==> config.mk <==
export PLATFORM = sky130hd
export DESIGN_NAME = command_line_tokenizer_wtf8_unit_flat
export DESIGN_NICKNAME = d
export VERILOG_FILES = /design/src/hw/rtl/clt_pkg.sv /design/src/hw/rtl/clt_if.sv /design/src/hw/rtl/clt_front.sv /design/src/hw/rtl/clt_queue.sv /design/src/hw/rtl/clt_back.sv /design/src/hw/rtl/command_line_tokenizer_wtf8_unit.sv /design/src/flat_wrapper.sv
export SDC_FILE = /design/constraint.sdc
export NUM_CORES = 1
export LEC_CHECK = 0
export ABC_AREA = 1
export BUFFER_PORTS_ARGS = -buffer_cell sky130_fd_sc_hd__buf_4
export CAP_MARGIN = 20
export CORE_MARGIN = 3
export CORE_UTILIZATION = 30
export CTS_CLUSTER_SIZE = 24
export DETAILED_ROUTE_END_ITERATION = 7
export GPL_TIMING_DRIVEN = 0
export PLACE_DENSITY = 0.54
export SLEW_MARGIN = 20
export SYNTH_ARGS = -nofsm -noshare
export SYNTH_HDL_FRONTEND = slang
export SYNTH_HIERARCHICAL = 1
export SYNTH_SLANG_ARGS = --single-unit
==> constraint.sdc <==
create_clock -name clk -period 7.1 [get_ports clk]
set_input_delay 0.71 -clock clk [delete_from_list [all_inputs] [get_ports clk]]
set_output_delay 0.71 -clock clk [all_outputs]
set_load 0.005 [all_outputs]
==> src/hw/rtl/clt_pkg.sv <==
// Shared types, codes and WTF-8 encoding helpers for the command line tokenizer.
// No dependencies; the front, queue, back and top level files refer to this package.
package clt_pkg;

  // Work queue between the front and the back part.
  localparam int unsigned Q_DEPTH = 4;
  localparam int unsigned Q_AW    = $clog2(Q_DEPTH);
  localparam int unsigned Q_CW    = $clog2(Q_DEPTH + 1);

  // Input operation codes.
  localparam logic OP_UNIT  = 1'b0;
  localparam logic OP_FLUSH = 1'b1;

  // Character codes that steer the parser.
  localparam logic [20:0] CH_QUOTE = 21'h00022;
  localparam logic [20:0] CH_BSL   = 21'h0005c;
  localparam logic [20:0] CH_SPACE = 21'h00020;
  localparam logic [20:0] CH_TAB   = 21'h00009;
  localparam logic [5:0]  SUR_HIGH = 6'h36;
  localparam logic [5:0]  SUR_LOW  = 6'h37;

  // Parser state.
  typedef enum logic [3:0] {
    ST_BETWEEN = 4'd0,
    ST_UNQ     = 4'd1,
    ST_QUO     = 4'd2,
    ST_BS_UNQ  = 4'd3,
    ST_BS_QUO  = 4'd4,
    ST_CLOSE   = 4'd5,
    ST_FIRST   = 4'd6,
    ST_FIRST_U = 4'd7,
    ST_FIRST_Q = 4'd8
  } parse_state_t;

  // Result kinds on the output channel.
  typedef enum logic [1:0] {
    RK_BYTE     = 2'd0,
    RK_ARG_END  = 2'd1,
    RK_RUN      = 2'd2,
    RK_LINE_END = 2'd3
  } result_kind_t;

  // What one character slot of a work descriptor emits.
  typedef enum logic [1:0] {
    SK_NONE = 2'd0,
    SK_CP   = 2'd1,
    SK_END  = 2'd2
  } slot_kind_t;

  // Result slots of a work descriptor, in emission order.
  typedef enum logic [1:0] {
    SL_RUN  = 2'd0,
    SL_A    = 2'd1,
    SL_B    = 2'd2,
    SL_LINE = 2'd3
  } slot_t;

  // All results of one accepted request, in compact form.
  typedef struct packed {
    logic         run_v;
    logic [14:0]  run_len;
    slot_kind_t   a_kind;
    logic [20:0]  a_cp;
    slot_kind_t   b_kind;
    logic [20:0]  b_cp;
    logic         line_v;
    logic [14:0]  count;
  } work_t;

  // Number of WTF-8 bytes of a code point, minus one.
  function automatic logic [1:0] cp_len(input logic [20:0] cp);
    logic [1:0] n;
    if (cp < 21'h80) begin
      n = 2'd0;
    end else if (cp < 21'h800) begin
      n = 2'd1;
    end else if (cp < 21'h10000) begin
      n = 2'd2;
    end else begin
      n = 2'd3;
    end
    return n;
  endfunction

  // Byte number idx of the WTF-8 form of a code point.
  function automatic logic [7:0] cp_byte(input logic [20:0] cp, input logic [1:0] idx);
    logic [7:0] b;
    case ({cp_len(cp), idx})
      4'b00_00: b = cp[7:0];
      4'b01_00: b = {3'b110, cp[10:6]};
      4'b01_01: b = {2'b10, cp[5:0]};
      4'b10_00: b = {4'b1110, cp[15:12]};
      4'b10_01: b = {2'b10, cp[11:6]};
      4'b10_10: b = {2'b10, cp[5:0]};
      4'b11_00: b = {5'b11110, cp[20:18]};
      4'b11_01: b = {2'b10, cp[17:12]};
      4'b11_10: b = {2'b10, cp[11:6]};
      4'b11_11: b = {2'b10, cp[5:0]};
      default:  b = 8'h00;
    endcase
    return b;
  endfunction

endpackage

==> src/hw/rtl/clt_if.sv <==
// Valid/ready channel interfaces for the command line tokenizer.
// Input channel carries code units; output channel carries result items.
interface clt_in_if;
  logic        valid;
  logic        ready;
  logic        operation;
  logic [15:0] code_unit;

  modport source (output valid, output operation, output code_unit, input ready);
  modport sink   (input valid, input operation, input code_unit, output ready);
endinterface

interface clt_out_if;
  logic        valid;
  logic        ready;
  logic [1:0]  kind;
  logic [7:0]  byte_value;
  logic [14:0] run_length;
  logic [14:0] argument_count;
  logic        last;

  modport source (output valid, output kind, output byte_value, output run_length,
                  output argument_count, output last, input ready);
  modport sink   (input valid, input kind, input byte_value, input run_length,
                  input argument_count, input last, output ready);
endinterface

==> src/hw/rtl/clt_front.sv <==
// Front part: accepts requests, runs the argument parser and builds work descriptors.
// Depends on clt_pkg and clt_in_if.
module clt_front #(
  parameter int unsigned MAX_RUN  = 32767,
  parameter int unsigned MAX_ARGS = 16384
) (
  input  logic          clk,
  input  logic          rst_n,
  clt_in_if.sink        in_ch,
  input  logic          q_full,
  output logic          push,
  output clt_pkg::work_t push_data
);

  localparam int unsigned RUN_W  = $clog2(MAX_RUN + 1);
  localparam int unsigned ARGS_W = $clog2(MAX_ARGS + 1);

  typedef struct packed {
    clt_pkg::parse_state_t st;
    logic [RUN_W-1:0]      run;
    logic [ARGS_W-1:0]     args;
    logic                  run_v;
    logic [14:0]           run_len;
    clt_pkg::slot_kind_t   emit;
  } step_t;

  // One parser step on one code point.
  function automatic step_t step_char(input step_t cur, input logic [20:0] c);
    step_t r;
    logic  blank;
    logic  quote;
    logic  bslash;
    logic  fin;
    logic [RUN_W-1:0] half;
    r         = cur;
    r.run_v   = 1'b0;
    r.run_len = '0;
    r.emit    = clt_pkg::SK_NONE;
    blank     = (c == clt_pkg::CH_SPACE) || (c == clt_pkg::CH_TAB);
    quote     = (c == clt_pkg::CH_QUOTE);
    bslash    = (c == clt_pkg::CH_BSL);
    half      = cur.run >> 1;
    fin       = 1'b0;
    // Backslash runs and the state after a closing quote resolve first.
    if (cur.st == clt_pkg::ST_BS_UNQ || cur.st == clt_pkg::ST_BS_QUO) begin
      if (bslash) begin
        if (cur.run < RUN_W'(MAX_RUN)) begin
          r.run = cur.run + 1'b1;
        end
        fin = 1'b1;
      end else begin
        r.st  = (cur.st == clt_pkg::ST_BS_UNQ) ? clt_pkg::ST_UNQ : clt_pkg::ST_QUO;
        r.run = '0;
        if (quote) begin
          r.run_v   = (half != '0);
          r.run_len = 15'(half);
          if (cur.run[0]) begin
            r.emit = clt_pkg::SK_CP;
            fin    = 1'b1;
          end
        end else begin
          r.run_v   = (cur.run != '0);
          r.run_len = 15'(cur.run);
        end
      end
    end else if (cur.st == clt_pkg::ST_CLOSE) begin
      r.st = clt_pkg::ST_UNQ;
      if (quote) begin
        r.emit = clt_pkg::SK_CP;
        fin    = 1'b1;
      end
    end
    if (!fin) begin
      unique case (r.st)
        clt_pkg::ST_UNQ: begin
          if (blank) begin
            r.emit = clt_pkg::SK_END;
            r.st   = clt_pkg::ST_BETWEEN;
          end else if (quote) begin
            r.st = clt_pkg::ST_QUO;
          end else if (bslash) begin
            r.run = RUN_W'(1);
            r.st  = clt_pkg::ST_BS_UNQ;
          end else begin
            r.emit = clt_pkg::SK_CP;
          end
        end
        clt_pkg::ST_QUO: begin
          if (quote) begin
            r.st = clt_pkg::ST_CLOSE;
          end else if (bslash) begin
            r.run = RUN_W'(1);
            r.st  = clt_pkg::ST_BS_QUO;
          end else begin
            r.emit = clt_pkg::SK_CP;
          end
        end
        clt_pkg::ST_FIRST: begin
          if (blank) begin
            r.emit = clt_pkg::SK_END;
            r.st   = clt_pkg::ST_BETWEEN;
          end else if (quote) begin
            r.st = clt_pkg::ST_FIRST_Q;
          end else begin
            r.st   = clt_pkg::ST_FIRST_U;
            r.emit = clt_pkg::SK_CP;
          end
        end
        clt_pkg::ST_FIRST_U: begin
          if (blank) begin
            r.emit = clt_pkg::SK_END;
            r.st   = clt_pkg::ST_BETWEEN;
          end else begin
            r.emit = clt_pkg::SK_CP;
          end
        end
        clt_pkg::ST_FIRST_Q: begin
          if (quote) begin
            r.emit = clt_pkg::SK_END;
            r.st   = clt_pkg::ST_BETWEEN;
          end else begin
            r.emit = clt_pkg::SK_CP;
          end
        end
        clt_pkg::ST_BS_UNQ, clt_pkg::ST_BS_QUO, clt_pkg::ST_CLOSE: begin
          r.st = r.st;
        end
        default: begin
          r.st = clt_pkg::ST_BETWEEN;
          if (!blank) begin
            if (cur.args < ARGS_W'(MAX_ARGS)) begin
              r.args = cur.args + 1'b1;
            end
            if (quote) begin
              r.st = clt_pkg::ST_QUO;
            end else if (bslash) begin
              r.run = RUN_W'(1);
              r.st  = clt_pkg::ST_BS_UNQ;
            end else begin
              r.st   = clt_pkg::ST_UNQ;
              r.emit = clt_pkg::SK_CP;
            end
          end
        end
      endcase
    end
    return r;
  endfunction

  clt_pkg::parse_state_t state_r, state_nxt;
  logic [RUN_W-1:0]      run_r, run_nxt;
  logic [ARGS_W-1:0]     args_r, args_nxt;
  logic [9:0]            held_r, held_nxt;
  logic                  held_v_r, held_v_nxt;

  logic        accept;
  logic        is_flush;
  logic        unit_nz;
  logic        c_high;
  logic        c_low;
  logic [20:0] cu21;
  logic [20:0] held_cp;
  logic [20:0] joined_cp;
  logic [20:0] p1_c;
  logic        p1_act;
  logic        p2_act;
  step_t       cur;
  step_t       s1;
  step_t       p1;
  step_t       p2;
  step_t       s_end;
  logic        fl_run_v;
  logic        fl_end;
  clt_pkg::parse_state_t fl_st;

  assign in_ch.ready = !q_full;
  assign accept      = in_ch.valid && in_ch.ready;
  assign is_flush    = (in_ch.operation == clt_pkg::OP_FLUSH);
  assign unit_nz     = (in_ch.code_unit != 16'h0000);
  assign c_high      = (in_ch.code_unit[15:10] == clt_pkg::SUR_HIGH);
  assign c_low       = (in_ch.code_unit[15:10] == clt_pkg::SUR_LOW);
  assign cu21        = {5'b0, in_ch.code_unit};
  assign held_cp     = {5'b0, clt_pkg::SUR_HIGH, held_r};
  assign joined_cp   = 21'h10000 + {1'b0, held_r, in_ch.code_unit[9:0]};

  // Select which code points this request runs through the parser.
  always_comb begin
    cur = '{st: state_r, run: run_r, args: args_r, run_v: 1'b0, run_len: '0,
            emit: clt_pkg::SK_NONE};
    if (is_flush) begin
      p1_c   = held_cp;
      p1_act = held_v_r;
      p2_act = 1'b0;
    end else begin
      p1_c   = (held_v_r && c_low) ? joined_cp : (held_v_r ? held_cp : cu21);
      p1_act = unit_nz && (held_v_r || !c_high);
      p2_act = unit_nz && held_v_r && !c_low && !c_high;
    end
    p1    = step_char(cur, p1_c);
    s1    = p1_act ? p1 : cur;
    p2    = step_char(s1, cu21);
    s_end = p2_act ? p2 : s1;
    // Flush tail: pending backslashes, then the open argument is closed.
    fl_run_v = (s1.st == clt_pkg::ST_BS_UNQ || s1.st == clt_pkg::ST_BS_QUO) &&
               (s1.run != '0);
    if (s1.st == clt_pkg::ST_BS_UNQ) begin
      fl_st = clt_pkg::ST_UNQ;
    end else if (s1.st == clt_pkg::ST_BS_QUO) begin
      fl_st = clt_pkg::ST_QUO;
    end else begin
      fl_st = s1.st;
    end
    fl_end = (fl_st != clt_pkg::ST_BETWEEN);
  end

  // Next state of the parser registers.
  always_comb begin
    state_nxt  = state_r;
    run_nxt    = run_r;
    args_nxt   = args_r;
    held_nxt   = held_r;
    held_v_nxt = held_v_r;
    if (accept) begin
      if (is_flush) begin
        state_nxt  = clt_pkg::ST_FIRST;
        run_nxt    = '0;
        args_nxt   = ARGS_W'(1);
        held_nxt   = '0;
        held_v_nxt = 1'b0;
      end else if (unit_nz) begin
        state_nxt = s_end.st;
        run_nxt   = s_end.run;
        args_nxt  = s_end.args;
        if (c_high && !(held_v_r && c_low)) begin
          held_nxt   = in_ch.code_unit[9:0];
          held_v_nxt = 1'b1;
        end else begin
          held_v_nxt = 1'b0;
        end
      end
    end
  end

  // Work descriptor for the back part.
  always_comb begin
    push_data.run_v   = (p1_act && p1.run_v) || (is_flush && fl_run_v);
    push_data.run_len = (is_flush && fl_run_v) ? 15'(s1.run) : p1.run_len;
    push_data.a_kind  = p1_act ? p1.emit : clt_pkg::SK_NONE;
    push_data.a_cp    = p1_c;
    if (is_flush) begin
      push_data.b_kind = fl_end ? clt_pkg::SK_END : clt_pkg::SK_NONE;
    end else begin
      push_data.b_kind = p2_act ? p2.emit : clt_pkg::SK_NONE;
    end
    push_data.b_cp   = cu21;
    push_data.line_v = is_flush;
    push_data.count  = 15'(s1.args);
    push = accept && (push_data.run_v || push_data.line_v ||
                      push_data.a_kind != clt_pkg::SK_NONE ||
                      push_data.b_kind != clt_pkg::SK_NONE);
  end

  // Parser registers.
  always_ff @(posedge clk) begin
    if (!rst_n) begin
      state_r  <= clt_pkg::ST_FIRST;
      run_r    <= '0;
      args_r   <= ARGS_W'(1);
      held_r   <= '0;
      held_v_r <= 1'b0;
    end else begin
      state_r  <= state_nxt;
      run_r    <= run_nxt;
      args_r   <= args_nxt;
      held_r   <= held_nxt;
      held_v_r <= held_v_nxt;
    end
  end

  // A flush returns the whole parser to its start state.
  a_flush_resets: assert property (@(posedge clk) disable iff (!rst_n)
    accept && is_flush |=> state_r == clt_pkg::ST_FIRST && !held_v_r &&
                           args_r == ARGS_W'(1) && run_r == '0)
    else $error("parser not back at start after flush");

  // A backslash count is held exactly while the parser sits in a backslash state.
  a_run_in_bs_state: assert property (@(posedge clk) disable iff (!rst_n)
    (state_r == clt_pkg::ST_BS_UNQ || state_r == clt_pkg::ST_BS_QUO) == (run_r != '0))
    else $error("backslash count out of step with parser state");

endmodule

==> src/hw/rtl/clt_queue.sv <==
// Short work queue between the front and back parts of the tokenizer.
// Depends on clt_pkg for the descriptor type and the depth.
module clt_queue (
  input  logic           clk,
  input  logic           rst_n,
  input  logic           push,
  input  clt_pkg::work_t push_data,
  output logic           full,
  output logic           head_v,
  output clt_pkg::work_t head,
  input  logic           pop
);

  clt_pkg::work_t               mem_r [clt_pkg::Q_DEPTH];
  logic [clt_pkg::Q_AW-1:0]     wr_ptr_r, wr_ptr_nxt;
  logic [clt_pkg::Q_AW-1:0]     rd_ptr_r, rd_ptr_nxt;
  logic [clt_pkg::Q_CW-1:0]     count_r, count_nxt;

  assign full   = (count_r == clt_pkg::Q_CW'(clt_pkg::Q_DEPTH));
  assign head_v = (count_r != '0);
  assign head   = mem_r[rd_ptr_r];

  // Pointer and fill count updates.
  always_comb begin
    wr_ptr_nxt = push ? wr_ptr_r + 1'b1 : wr_ptr_r;
    rd_ptr_nxt = pop ? rd_ptr_r + 1'b1 : rd_ptr_r;
    count_nxt  = count_r + {{(clt_pkg::Q_CW-1){1'b0}}, push} -
                 {{(clt_pkg::Q_CW-1){1'b0}}, pop};
  end

  always_ff @(posedge clk) begin
    if (!rst_n) begin
      wr_ptr_r <= '0;
      rd_ptr_r <= '0;
      count_r  <= '0;
    end else begin
      wr_ptr_r <= wr_ptr_nxt;
      rd_ptr_r <= rd_ptr_nxt;
      count_r  <= count_nxt;
    end
  end

  // Descriptor storage.
  always_ff @(posedge clk) begin
    if (push) begin
      mem_r[wr_ptr_r] <= push_data;
    end
  end

  // The queue is never written when full nor read when empty.
  a_no_overflow: assert property (@(posedge clk) disable iff (!rst_n)
    !(push && full) && !(pop && !head_v))
    else $error("work queue overflow or underflow");

endmodule

==> src/hw/rtl/clt_back.sv <==
// Back part: walks each work descriptor; one result per cycle while out_ch is ready.
// Depends on clt_pkg (types, WTF-8 helpers) and clt_out_if.
module clt_back (
  input  logic           clk,
  input  logic           rst_n,
  input  logic           head_v,
  input  clt_pkg::work_t head,
  output logic           pop,
  clt_out_if.source      out_ch
);

  logic [2:0]  done_r, done_nxt;
  logic [1:0]  idx_r, idx_nxt;
  logic        out_v_r, out_v_nxt;
  clt_pkg::result_kind_t kind_r;
  logic [7:0]  byte_r;
  logic [14:0] run_len_r;
  logic [14:0] count_r;
  logic        last_r;

  logic        pend_run;
  logic        pend_a;
  logic        pend_b;
  logic        fire;
  clt_pkg::slot_t        sel;
  clt_pkg::slot_kind_t   sk;
  logic [20:0] cp;
  clt_pkg::result_kind_t res_kind;
  logic [7:0]  res_byte;
  logic [14:0] res_run;
  logic [14:0] res_count;
  logic        slot_done;
  logic        later;
  logic        is_last;

  assign pend_run = head.run_v && !done_r[0];
  assign pend_a   = (head.a_kind != clt_pkg::SK_NONE) && !done_r[1];
  assign pend_b   = (head.b_kind != clt_pkg::SK_NONE) && !done_r[2];
  assign fire     = head_v && (!out_v_r || out_ch.ready);
  assign pop      = fire && is_last;

  // Pick the next result of the descriptor at the head of the queue.
  always_comb begin
    res_kind  = clt_pkg::RK_LINE_END;
    res_byte  = 8'h00;
    res_run   = '0;
    res_count = '0;
    slot_done = 1'b1;
    later     = 1'b0;
    sel       = clt_pkg::SL_LINE;
    sk        = clt_pkg::SK_NONE;
    cp        = head.a_cp;
    if (pend_run) begin
      sel   = clt_pkg::SL_RUN;
      later = pend_a || pend_b || head.line_v;
    end else if (pend_a) begin
      sel   = clt_pkg::SL_A;
      sk    = head.a_kind;
      later = pend_b || head.line_v;
    end else if (pend_b) begin
      sel   = clt_pkg::SL_B;
      sk    = head.b_kind;
      cp    = head.b_cp;
      later = head.line_v;
    end
    unique case (sel)
      clt_pkg::SL_RUN: begin
        res_kind = clt_pkg::RK_RUN;
        res_run  = head.run_len;
      end
      clt_pkg::SL_A, clt_pkg::SL_B: begin
        if (sk == clt_pkg::SK_CP) begin
          res_kind  = clt_pkg::RK_BYTE;
          res_byte  = clt_pkg::cp_byte(cp, idx_r);
          slot_done = (idx_r == clt_pkg::cp_len(cp));
        end else begin
          res_kind = clt_pkg::RK_ARG_END;
        end
      end
      default: begin
        res_count = head.count;
      end
    endcase
    is_last = slot_done && !later;
  end

  // Progress through the descriptor and the output register.
  always_comb begin
    done_nxt  = done_r;
    idx_nxt   = idx_r;
    out_v_nxt = out_v_r;
    if (fire) begin
      out_v_nxt = 1'b1;
      if (is_last) begin
        done_nxt = '0;
        idx_nxt  = '0;
      end else if (slot_done) begin
        idx_nxt = '0;
        case (sel)
          clt_pkg::SL_RUN: done_nxt[0] = 1'b1;
          clt_pkg::SL_A:   done_nxt[1] = 1'b1;
          clt_pkg::SL_B:   done_nxt[2] = 1'b1;
          default:         done_nxt    = done_r;
        endcase
      end else begin
        idx_nxt = idx_r + 1'b1;
      end
    end else if (out_ch.ready) begin
      out_v_nxt = 1'b0;
    end
  end

  always_ff @(posedge clk) begin
    if (!rst_n) begin
      done_r  <= '0;
      idx_r   <= '0;
      out_v_r <= 1'b0;
    end else begin
      done_r  <= done_nxt;
      idx_r   <= idx_nxt;
      out_v_r <= out_v_nxt;
    end
  end

  // Output payload register.
  always_ff @(posedge clk) begin
    if (fire) begin
      kind_r    <= res_kind;
      byte_r    <= res_byte;
      run_len_r <= res_run;
      count_r   <= res_count;
      last_r    <= is_last;
    end
  end

  assign out_ch.valid          = out_v_r;
  assign out_ch.kind           = kind_r;
  assign out_ch.byte_value     = byte_r;
  assign out_ch.run_length     = run_len_r;
  assign out_ch.argument_count = count_r;
  assign out_ch.last           = last_r;

  // A descriptor at the head always has a result left to send.
  a_head_not_empty: assert property (@(posedge clk) disable iff (!rst_n)
    head_v |-> (pend_run || pend_a || pend_b || head.line_v))
    else $error("empty work descriptor at queue head");

  // The byte index only moves inside a code point of up to four bytes.
  a_idx_only_in_cp: assert property (@(posedge clk) disable iff (!rst_n)
    head_v && idx_r != '0 |-> sk == clt_pkg::SK_CP && idx_r <= clt_pkg::cp_len(cp))
    else $error("byte index outside a code point");

endmodule

==> src/hw/rtl/command_line_tokenizer_wtf8_unit.sv <==
// Top level of the command line tokenizer: front parser, work queue and result sender.
// Depends on clt_pkg, clt_if, clt_front, clt_queue and clt_back.
//
//  channel | dir | handshake     | payload
//  in_ch   | in  | valid / ready | operation, code_unit
//  out_ch  | out | valid / ready | kind, byte_value, run_length, argument_count, last
//
// A request is parsed in the cycle it is accepted; the front takes one request per cycle
// while the four-entry work queue has room.
// The back sends one result per cycle while out_ch is ready. An ASCII unit gives up to
// two results, a unit that resolves a held surrogate up to seven.
// Requests that give no result (zero unit, held high surrogate) push nothing to the queue.
// Synchronous active-low reset clears the parser, queue and output valid; no clearing pass.
// A stall on out_ch fills the queue and then drops in_ch.ready.
module command_line_tokenizer_wtf8_unit #(
  parameter int unsigned MAX_RUN  = 32767,
  parameter int unsigned MAX_ARGS = 16384
) (
  input  logic       clk,
  input  logic       rst_n,
  clt_in_if.sink     in_ch,
  clt_out_if.source  out_ch
);

  logic           push;
  clt_pkg::work_t push_data;
  logic           q_full;
  logic           head_v;
  clt_pkg::work_t head;
  logic           pop;

  // Parser.
  clt_front #(
    .MAX_RUN  (MAX_RUN),
    .MAX_ARGS (MAX_ARGS)
  ) u_front (
    .clk       (clk),
    .rst_n     (rst_n),
    .in_ch     (in_ch),
    .q_full    (q_full),
    .push      (push),
    .push_data (push_data)
  );

  // Work queue.
  clt_queue u_queue (
    .clk       (clk),
    .rst_n     (rst_n),
    .push      (push),
    .push_data (push_data),
    .full      (q_full),
    .head_v    (head_v),
    .head      (head),
    .pop       (pop)
  );

  // Result sender.
  clt_back u_back (
    .clk    (clk),
    .rst_n  (rst_n),
    .head_v (head_v),
    .head   (head),
    .pop    (pop),
    .out_ch (out_ch)
  );

endmodule
==> src/flat_wrapper.sv <==
// flat-port wrapper written by rule: the top's interface ports become plain ports
module command_line_tokenizer_wtf8_unit_flat 
#(
  parameter int unsigned MAX_RUN  = 32767,
  parameter int unsigned MAX_ARGS = 16384
)
  (clk, rst_n, in_ch_valid, in_ch_operation, in_ch_code_unit, in_ch_ready, out_ch_valid, out_ch_kind, out_ch_byte_value, out_ch_run_length, out_ch_argument_count, out_ch_last, out_ch_ready);
  clt_in_if in_ch_i ();
  clt_out_if out_ch_i ();
  input  logic clk;
  input  logic rst_n;
  input wire logic [$bits(in_ch_i.valid)-1:0] in_ch_valid;
  input wire logic [$bits(in_ch_i.operation)-1:0] in_ch_operation;
  input wire logic [$bits(in_ch_i.code_unit)-1:0] in_ch_code_unit;
  output wire logic [$bits(in_ch_i.ready)-1:0] in_ch_ready;
  output wire logic [$bits(out_ch_i.valid)-1:0] out_ch_valid;
  output wire logic [$bits(out_ch_i.kind)-1:0] out_ch_kind;
  output wire logic [$bits(out_ch_i.byte_value)-1:0] out_ch_byte_value;
  output wire logic [$bits(out_ch_i.run_length)-1:0] out_ch_run_length;
  output wire logic [$bits(out_ch_i.argument_count)-1:0] out_ch_argument_count;
  output wire logic [$bits(out_ch_i.last)-1:0] out_ch_last;
  input wire logic [$bits(out_ch_i.ready)-1:0] out_ch_ready;
  assign in_ch_i.valid = in_ch_valid;
  assign in_ch_i.operation = in_ch_operation;
  assign in_ch_i.code_unit = in_ch_code_unit;
  assign in_ch_ready = in_ch_i.ready;
  assign out_ch_valid = out_ch_i.valid;
  assign out_ch_kind = out_ch_i.kind;
  assign out_ch_byte_value = out_ch_i.byte_value;
  assign out_ch_run_length = out_ch_i.run_length;
  assign out_ch_argument_count = out_ch_i.argument_count;
  assign out_ch_last = out_ch_i.last;
  assign out_ch_i.ready = out_ch_ready;
  command_line_tokenizer_wtf8_unit #(.MAX_RUN(MAX_RUN), .MAX_ARGS(MAX_ARGS)) u_core (.clk(clk), .rst_n(rst_n), .in_ch(in_ch_i), .out_ch(out_ch_i));
endmodule
# Word level (Yosys, flattened, before mapping)

Memories as Yosys holds them, arrays and structs flattened. A register that Yosys moved wholly into a read port is not among the register bits.
Index checks and enable logic that the tools add are counted.

Flip-flop bits (word level): 99
Latch bits: 0
RAM bits: 292
Bits in read-only memories: 0
Bits of input ports: 21
Output and inout bits: 43
Logic and storage cells: 325
Memories kept: 1

Memories:

| name                 | depth | bits a word | rd ports | clocked after memory_dff | write ports | line            | source |
|---|---|---|---|---|---|---|---|
| u_core.u_queue.mem_r | 4     | 73          | 1        | 1                        | 1           | clt_queue.sv:14 | `clt_pkg::work_t mem_r [clt_pkg::Q_DEPTH];` |

Add/sub/neg operators: 10
$mul: 0
Divide/modulo/power cells: 0
$lt $le $gt $ge: 7
Eq/ne operators: 46
Shifts and indexed selects: 0
Multiplexer cells: 168
Bitwise logic cells: 0
Reduce and logical (&&, ||, !) cells: 75

Operator list:

| kind                                                | count |
|---|---|
| 2-to-1 mux 15 bit                                   | 25 |
| 2-to-1 mux 34 bit                                   | 4 |
| 2-to-1 mux 21 bit                                   | 5 |
| 2-to-1 mux 52 bit                                   | 2 |
| 2-to-1 mux 4 bit                                    | 24 |
| 2-to-1 mux 2 bit                                    | 45 |
| one-hot mux 15 bit (3 select lines)                 | 2 |
| 2-to-1 mux 16 bit                                   | 5 |
| 2-to-1 mux 19 bit                                   | 4 |
| adder 15 x 1 -> 15 bit (second input constant)      | 4 |
| less-than comparator 15 bit (second input constant) | 4 |
| nonzero test 15 bit                                 | 4 |
| == test 4 x 3 -> 1 bit (second input constant)      | 14 |
| one-hot mux 8 bit (7 select lines)                  | 1 |
| 2-to-1 mux 18 bit                                   | 3 |
| one-hot mux 4 bit (6 select lines)                  | 2 |
| == test 21 x 6 -> 1 bit (second input constant)     | 2 |
| 2-to-1 mux 1 bit                                    | 38 |
| == test 4 bit (second input constant)               | 9 |
| == test 16 x 6 -> 1 bit (second input constant)     | 2 |
| 2-to-1 mux 10 bit                                   | 3 |
| == test 4 x 2 -> 1 bit (second input constant)      | 6 |
| one-hot mux 2 bit (6 select lines)                  | 2 |
| nonzero test 2 bit                                  | 11 |
| 33 further kinds                                    | 85 |

# Depth between registers and ports, before layout

Gate-level depths: netlist of run 1.

Depth in word-level cells: 31
Gate-level depth with buffers: 38
Mapped depth without buffers: 36

# Cells and area by module

The synthesis of run 1 kept the hierarchy.

By module, submodules not included:

| module    | times used | cells each | area each (sq um) | seq. area each (sq um) |
|---|---|---|---|---|
| clt_queue | 1          | 965        | 12956.2           | 9549.2 |
| clt_front | 1          | 1085       | 6198.4            | 900.9 |
| clt_back  | 1          | 348        | 2756.4            | 1351.3 |

# Worst setup path before layout of run 1

Ideal clock, no wire load.

Kind: input-to-reg
Start point: input in_ch_code_unit[12]
End point: memory u_core/u_queue/mem_r[0][0] in the netlist's numbering, enable pin
Arrival: 4978 ps
Required time: 6668 ps
Path slack: 1690 ps
Stages on the path: 31
Path buffers: 2
Path through: inv_1 > nor2_1 > nand3_4 > nand2_4 > buf_6 > nand3_2 > nand2_2 > nand2_1 > inv_1 > nand2_1 > nor2_4 > nand2_8 > nand2_8 > nand2_4 > nand2_8 > nand2_1 > nand3_2 > nor2_4 > nor2_1 > nand2_1 > nand2_1 > nand2_2 > nor2_4 > nand2_1 > nand2_2 > buf_6 > a31o_2 > o21ai_0 > inv_1 > nand2_1 > inv_1

RTL lines:

| what        | line               | source |
|---|---|---|
| from (decl) | flat_wrapper.sv:14 | `input wire logic [$bits(in_ch_i.code_unit)-1:0] in_ch_code_unit;` |
| to (decl)   | clt_queue.sv:14    |  |

==> impl_metrics.csv, run 1 <==
group,metric,value,unit
setup_path,critPathMaxStageDelay,0.45,ns
cells_and_area,final_area,25300,um^2
hold_path,min_path_cells,1,
global_routing,grt-ovfl-total,0,
status,outcome,"completed",
clock_tree,path_clk_slew,0.06,ns
cells_and_area,fill_cells,7215,
die,ioPinCount,64,
clock_tree,post_cts_buffers,0,
logic_synthesis,avgSynthCellArea,9.14,um^2
cells_and_area,syn2layout_area_growth,15.7,%
logic_synthesis,yosysSeqAreaShare,53.9,%
setup_path,worstReg2RegStart,"u_core/u_front/held_v_r",
timing,setup_viol,0,
timing,finClkSkew,0.0112,ns
global_routing,grt_pass1_wl,95200,um
hold_path,hp-class,"in2reg",
die,die_area,76300,um^2
timing,rsz0062_at_grt,"false",
logic_synthesis,ys_types,62,
timing,period_share,78.1,%
die,core-area,72000,um^2
timing,report.final.slew_viol_count,0,
global_routing,grt_use_total,15.8,%
power,irDropWorstVdd,0.186,mV
timing,fin_crit,5.54,ns
clock_tree,cts-root-buf,"clkbuf_16",
clock_tree,cts_resized,0,
clock_tree,cts_buffers,45,
route,drtIter0Drc,1316,
power,p_total,8.26,mW
hold_path,holdPathEnd,"u_core/u_queue/mem_r[1][15]",
clock_tree,clock_sinks,413,
setup_path,worstSetupPathType,"reg2reg",
route,drc,0,
logic_synthesis,yosys_register_bits,413,
placement,io_buffers,62,
global_routing,antenna_found_initial,1,
placement,post_dp_cell_area,23700,um^2
global_routing,grt_max_degree,54,
die,die_w,276,um
setup_path,r2r_cells,30,
timing,timing.fmax,180,MHz
clock_tree,cts.path.max_buffers,3,
clock_tree,cts_htree_levels,2,
logic_synthesis,synthArstFlopShare,0,%
setup_path,worstPathRequired,7.61,ns
timing,fin_setup_tns,0,ns
route,wl_per_cell,17.7,um
setup_path,arrival,6.05,ns
power,leakage,10.1,nW
route,ant_nets,0,
timing,slew-limit-headroom,41.3,%
logic_synthesis,synth-edff-count,353,
clock_tree,cts_tree,"built",
cells_and_area,final_nets,2554,
setup_path,cp_max_fo,10,
logic_synthesis,netlist_area,21900,um^2
route,wl,62100,um
global_routing,grt_pass1_vias,16500,
clock_tree,hold_buffers,0,
setup_path,worst_path_max_delay_cell,"o21ai_0",
route,dr.pass1.iters,5,
hold_path,hold_path_startpoint,"in_ch_operation",
setup_path,reg2reg_slack,1.56,ns
die,row_count,98,
logic_synthesis,synthFlopType,"edfxtp_1",
flow_run,maxCapViolCount,0,
route,via_count,16800,
setup_path,start_kind,"register",
setup_path,crit_top_cell,"nand2_1",
clock_tree,insertion_delay,0.58,ns
placement,dp_hpwl,45100,um
route,viasPerCell,4.80,
power,p_per_area,326,nW/um^2
timing,tightest_slew,0.881,ns
logic_synthesis,yosys_warnings,6,
setup_path,critPathCaptureType,"register",
die,fp.dieH,276,um
placement,gp_congestion,0.888,
die,initial_core_util,30.4,%
logic_synthesis,postSynthCellCount,2398,
timing,finalHoldViolCount,0,
cells_and_area,drive_gt1_share,16.8,%
setup_path,r2r_end,"u_core/u_queue/count_r[2]",
-- per-stage QoR --
stage	setup WS [ns]	hold WS, ns	util [%]	cells
3_5_place_dp	1.19	0.462	33.0	3419
5_1_grt	1.22	0.318	35.2	3502
2_1_floorplan	1.69	0.436	-	2402
4_1_cts	1.67	0.307	35.2	3502
3_3_place_gp	-0.981	0.448	32.8	3414
6_report	1.56	0.341	35.2	3503
-- per-layer routing --
| metal | part of all wire, % | GRT usage [%] | wire length [um] | vias to the layer above |
|---|---|---|---|---|
| met5 | 0 | 0 | 0 | - |
| li1 | - | - | - | 8241 |
| met4 | 2.2 | 4.47 | 1360 | 0 |
| met3 | 3.6 | 1.95 | 2250 | 76 |
| met1 | 46 | 21.0 | 28400 | 8149 |
| met2 | 48 | 27.3 | 30100 | 339 |
-- area by class of cell --
type	instances	area [um^2]	area share [%]
sequential	413	11800	46.6
multi-input combinational	1477	7820	30.9
inverter	395	1510	5.95
clock buffer	55	1240	4.88
tap	950	1190	4.69
buffer	117	813	3.21
timing repair buffer	67	596	2.35
clock inverter	28	378	1.49
antenna	1	2.50	0.00987
-- state kept, by name, indices dropped and copies added, names as in the netlist, named ones only --
| signal | count |
|---|---|
| u_core/u_back/done_r | 3 |
| u_core/u_back/idx_r | 2 |
| u_core/u_back/out_ch.argument_count | 15 |
| u_core/u_back/out_ch.byte_value | 8 |
| u_core/u_back/out_ch.kind | 2 |
| u_core/u_back/out_ch.last | 1 |
| u_core/u_back/out_ch.run_length | 15 |
| u_core/u_back/out_ch.valid | 1 |
| u_core/u_front/args_r | 15 |
| u_core/u_front/held_r | 10 |
| u_core/u_front/held_v_r | 1 |
| u_core/u_front/run_r | 15 |
| u_core/u_front/state_r | 4 |
| u_core/u_queue/count_r | 3 |
| u_core/u_queue/mem_r | 312 |
| u_core/u_queue/rd_ptr_r | 2 |
| u_core/u_queue/wr_ptr_r | 2 |
-- cell usage after synthesis (25+ instances only) --
master,count,area share [%]
edfxtp_1,353,48
buf_4,36,1.2
inv_2,26,0.45
nand3_1,95,2.2
o211ai_1,86,2.9
nand2_2,30,0.86
a21oi_2,67,2.7
nor3_1,27,0.62
o21ai_0,62,1.4
nand2_1,535,9.2
buf_2,25,0.57
o21ai_1,85,1.9
inv_1,361,6.2
dfxtp_1,60,5.5
nor2_1,150,2.6
a21oi_1,128,2.9
nand4_1,48,1.4
-- cells in the final DEF, fill, tap and decap left out, types with 62 or more instances in the layout --
master and n:
edfxtp_1 353, inv_1 356, nand2_1 535, nand3_1 95, o21ai_0 62, a21oi_1 128, buf_4 98, nor2_1 150
a21oi_2 67, o21ai_1 85, o211ai_1 86
-- power breakdown --
part | switching (mW) | internal (mW)
logic | 1.78 | 0.827
clock network | 0.960 | 1.57
registers | 0.0953 | 3.04
total | 2.83 | 5.43
-- worst max-delay path by stage --
stage,startpoint,endpoint,slack [ns],cells past startpoint
after floorplan,in_ch_code_unit[12],u_core/u_queue/mem_r[0][0],1.69,31
after global placement,in_ch_code_unit[13],u_core/u_queue/mem_r[3][47],-0.98,28
after detailed placement,in_ch_code_unit[12],u_core/u_queue/count_r[2],1.19,33
after CTS,u_core/u_front/held_v_r,u_core/u_queue/count_r[2],1.67,30
after global routing,u_core/u_front/held_v_r,u_core/u_queue/count_r[2],1.22,30
final,u_core/u_front/held_v_r,u_core/u_queue/count_r[2],1.56,30
-- kinds of logic after synthesis --
group / count (synthesis) / synth area share (%)
AO/OA/AOI/OAI: 473 / 13.6
XOR/XNOR: 24 / 0.959
adder cells (fa/ha/maj): 17 / 1.01
buffers and inverters: 512 / 10.5
flip-flops: 413 / 53.9
other: 1 / 0.0171
AND/OR/NAND/NOR: 958 / 20.1
-- critical path, delay by kind of cell (launching register included) --
| kind | cells | cell delay (ns) |
|---|---|---|
| buf+inv | 4 | 0.60 |
| flops | 1 | 0.40 |
| fa+ha+maj | 2 | 0.70 |
| simple gates | 20 | 2.71 |
| compound gates | 4 | 1.05 |
No activity file was read; power rests on OpenSTA's default activity.
==> inputs of run 2 (changes only) <==
Settings changed: PLACE_DENSITY 0.54 to 0.56.
Clock period 7.1 ns to 4.9 ns, I/O delays scaled along.
==> run 2 against run 1 <==
- critical path type unchanged
- die area stayed put
- combinational power is 47% higher
- total power is 41% higher
- sequential share of layout area is 0.30 points lower
- count of clock-buffer cells in the layout is 2 higher
- cell count is 0.49% higher
- highest routed layer unchanged
- clock power is 32% higher
- worst hold slack worse by 0.22 ns
- critical path depth is 7 lower
- register-to-register slack worse by 1.3 ns
- cell area is 0.67% higher
- flip-flop and latch count stayed put
==> impl_metrics.csv, run 2 (synthesized netlist as in run 1, its figures left out) <==
group,metric,value,unit
clock_tree,cts-root-buf,"clkbuf_16",
clock_tree,clock_sinks,413,
cells_and_area,largest_register_ffs,312,
cells_and_area,mostFrequentLayoutCells,"nand2_1 (532), inv_1 (355), edfxtp_1 (353)",
timing,setup_viol,0,
die,ioPinCount,64,
die,die_w,276,um
global_routing,grt-ovfl-total,0,
clock_tree,path_clk_slew,0.06,ns
timing,slew-limit-headroom,45.4,%
setup_path,worst_path_max_delay_cell,"a31oi_1",
global_routing,antenna_found_initial,2,
power,leakage,10.2,nW
timing,fin_crit,4.59,ns
power,p_per_area,458,nW/um^2
cells_and_area,final_nets,2576,
route,ant_nets,0,
cells_and_area,seqCellArea,11800,um^2
route,wl_per_cell,17.0,um
timing,report.final.slew_viol_count,0,
timing,timing.hold.ws,0.123,ns
setup_path,critPathMaxStageDelay,0.52,ns
placement,dp_hpwl,43400,um
clock_tree,insertion_delay,0.57,ns
timing,tightest_slew,0.819,ns
timing,timing.fmax,218,MHz
cells_and_area,final_cells,3520,
cells_and_area,largest-register,"u_core/u_queue/mem_r",
hold_path,hp-class,"in2reg",
route,drtIter0Drc,1354,
placement,placed_cells,3427,
clock_tree,cts_buffers,43,
timing,finClkSkew,0.0208,ns
setup_path,start_kind,"register",
die,die_area,76300,um^2
route,wl,59900,um
status,outcome,"completed",
cells_and_area,multi_input_area,7900,um^2
route,drc,0,
setup_path,cp_max_fo,9,
setup_path,crit_top_cell,"inv_2",
global_routing,grt_pass1_vias,15400,
power,irDropWorstVdd,0.315,mV
cells_and_area,diodes,0,
timing,finalHoldViolCount,0,
placement,io_buffers,62,
route,via_count,16400,
cells_and_area,syn2layout_area_growth,16.5,%
global_routing,grt_use_total,15.3,%
global_routing,grt_pass1_wl,91900,um
cells_and_area,mostFrequentLayoutCell,"nand2_1",
cells_and_area,fill_cells,7278,
die,core-area,72000,um^2
setup_path,worstSetupPathType,"reg2reg",
setup_path,critPathCaptureType,"register",
die,row_count,98,
timing,period_share,93.8,%
die,initial_core_util,30.4,%
die,fp.dieH,276,um
setup_path,cp.buffers_inverters,4,
setup_path,crit_path_cell_trace,"inv_1 -> nor4_4 -> a31oi_1 -> inv_2 -> nand2_8 -> nand2_4 -> nand2_8 -> o21ai_2 -> nor2_4 -> o211ai_1 -> nand2_1 -> nand3_1 -> nand2_2 -> inv_2 -> nor3_2 -> nand4_1 -> a31o_4 -> o21ai_4 -> inv_2 -> ha_1 -> fa_1 -> a21oi_1 -> nor2_1",
flow_run,maxCapViolCount,0,
route,viasPerCell,4.67,
clock_tree,cts_htree_levels,2,
setup_path,worstPathRequired,5.37,ns
clock_tree,cts_tree,"built",
setup_path,critPathTopFamily,"compound AO/OA/AOI/OAI gates",
setup_path,arrival,5.06,ns
cells_and_area,postLayoutCoreUtil,35.5,%
cells_and_area,drive_gt1_share,17.7,%
global_routing,grt_max_degree,32,
route,dr.pass1.iters,5,
clock_tree,cts.path.max_buffers,3,
placement,gp_congestion,0.895,
run 2: changes by cell type in the layout (fill, tap and decap cells not counted), moves of 3 or more:
cell        previous run  this run
buf_4                 98       113
clkbuf_1              24        27
buf_12                 1        10
bufinv_16              9         5
clkinvlp_4             3         7
clkinv_2               8         4
inv_6                  6         0
nand2_2               30        33
nand2_1              535       532
run 2: cell type report:
type / instances / share of cell area [%]
inverter: 395 / 5.89
tap: 950 / 4.66
buffer: 117 / 3.21
clock buffer: 57 / 4.71
timing repair buffer: 91 / 3.40
sequential: 413 / 46.3
multi-input combinational: 1477 / 30.9
clock inverter: 20 / 0.932
run 2: worst paths after layout:
path / start / endpoint / slack, ns / depth (start not counted)
setup / recovery: u_core/u_front/state_r[1] / u_core/u_queue/count_r[2] / 0.31 / 23
hold / removal: in_ch_operation / u_core/u_queue/mem_r[1][15] / 0.12 / 1
setup reg to reg: u_core/u_front/state_r[1] / u_core/u_queue/count_r[2] / 0.31 / 23
hold reg to reg: u_core/u_queue/rd_ptr_r[1] / u_core/u_queue/rd_ptr_r[1] / 0.48 / 2
run 2: power by group:
part / switching (mW) / total [mW] / internal, mW
clock: 1.35 / 3.33 / 1.99
sequential: 0.133 / 4.53 / 4.40
combinational: 2.57 / 3.82 / 1.25
total: 4.05 / 11.7 / 7.64
run 2: timing repair:
item / in CTS / in global routing
pin swaps: 1 / 2
hold buffers: 0 / 0
buffers inserted: 11 / 5
endpoints found under the setup margin: 315 / 322
resized for setup: 5 / 16
run 2: metal layers:
metal / routed length, um / up-vias / global-route usage (%)
li1: - / 8295 / -
met1: 28100 / 7775 / 21.2
met2: 27800 / 288 / 25.0
met3: 2610 / 70 / 2.26
met4: 1330 / 0 / 4.05
met5: 0 / - / 0
run 2: metrics by stage:
| step | setup TNS [ns] | instance area (um^2) | setup slack (ns) | power (mW) |
|---|---|---|---|---|
| floorplan | -6.42 | 21900 | -0.0206 | 6.99 |
| global placement | -812.11 | 23600 | -2.62 | 8.35 |
| CTS | 0 | 25400 | 0.000607 | 11.8 |
| finish | 0 | 25500 | 0.305 | 11.7 |
| global route | -0.209 | 25500 | -0.0392 | 12.4 |
| detailed placement | -313.44 | 23900 | -1.22 | 8.41 |
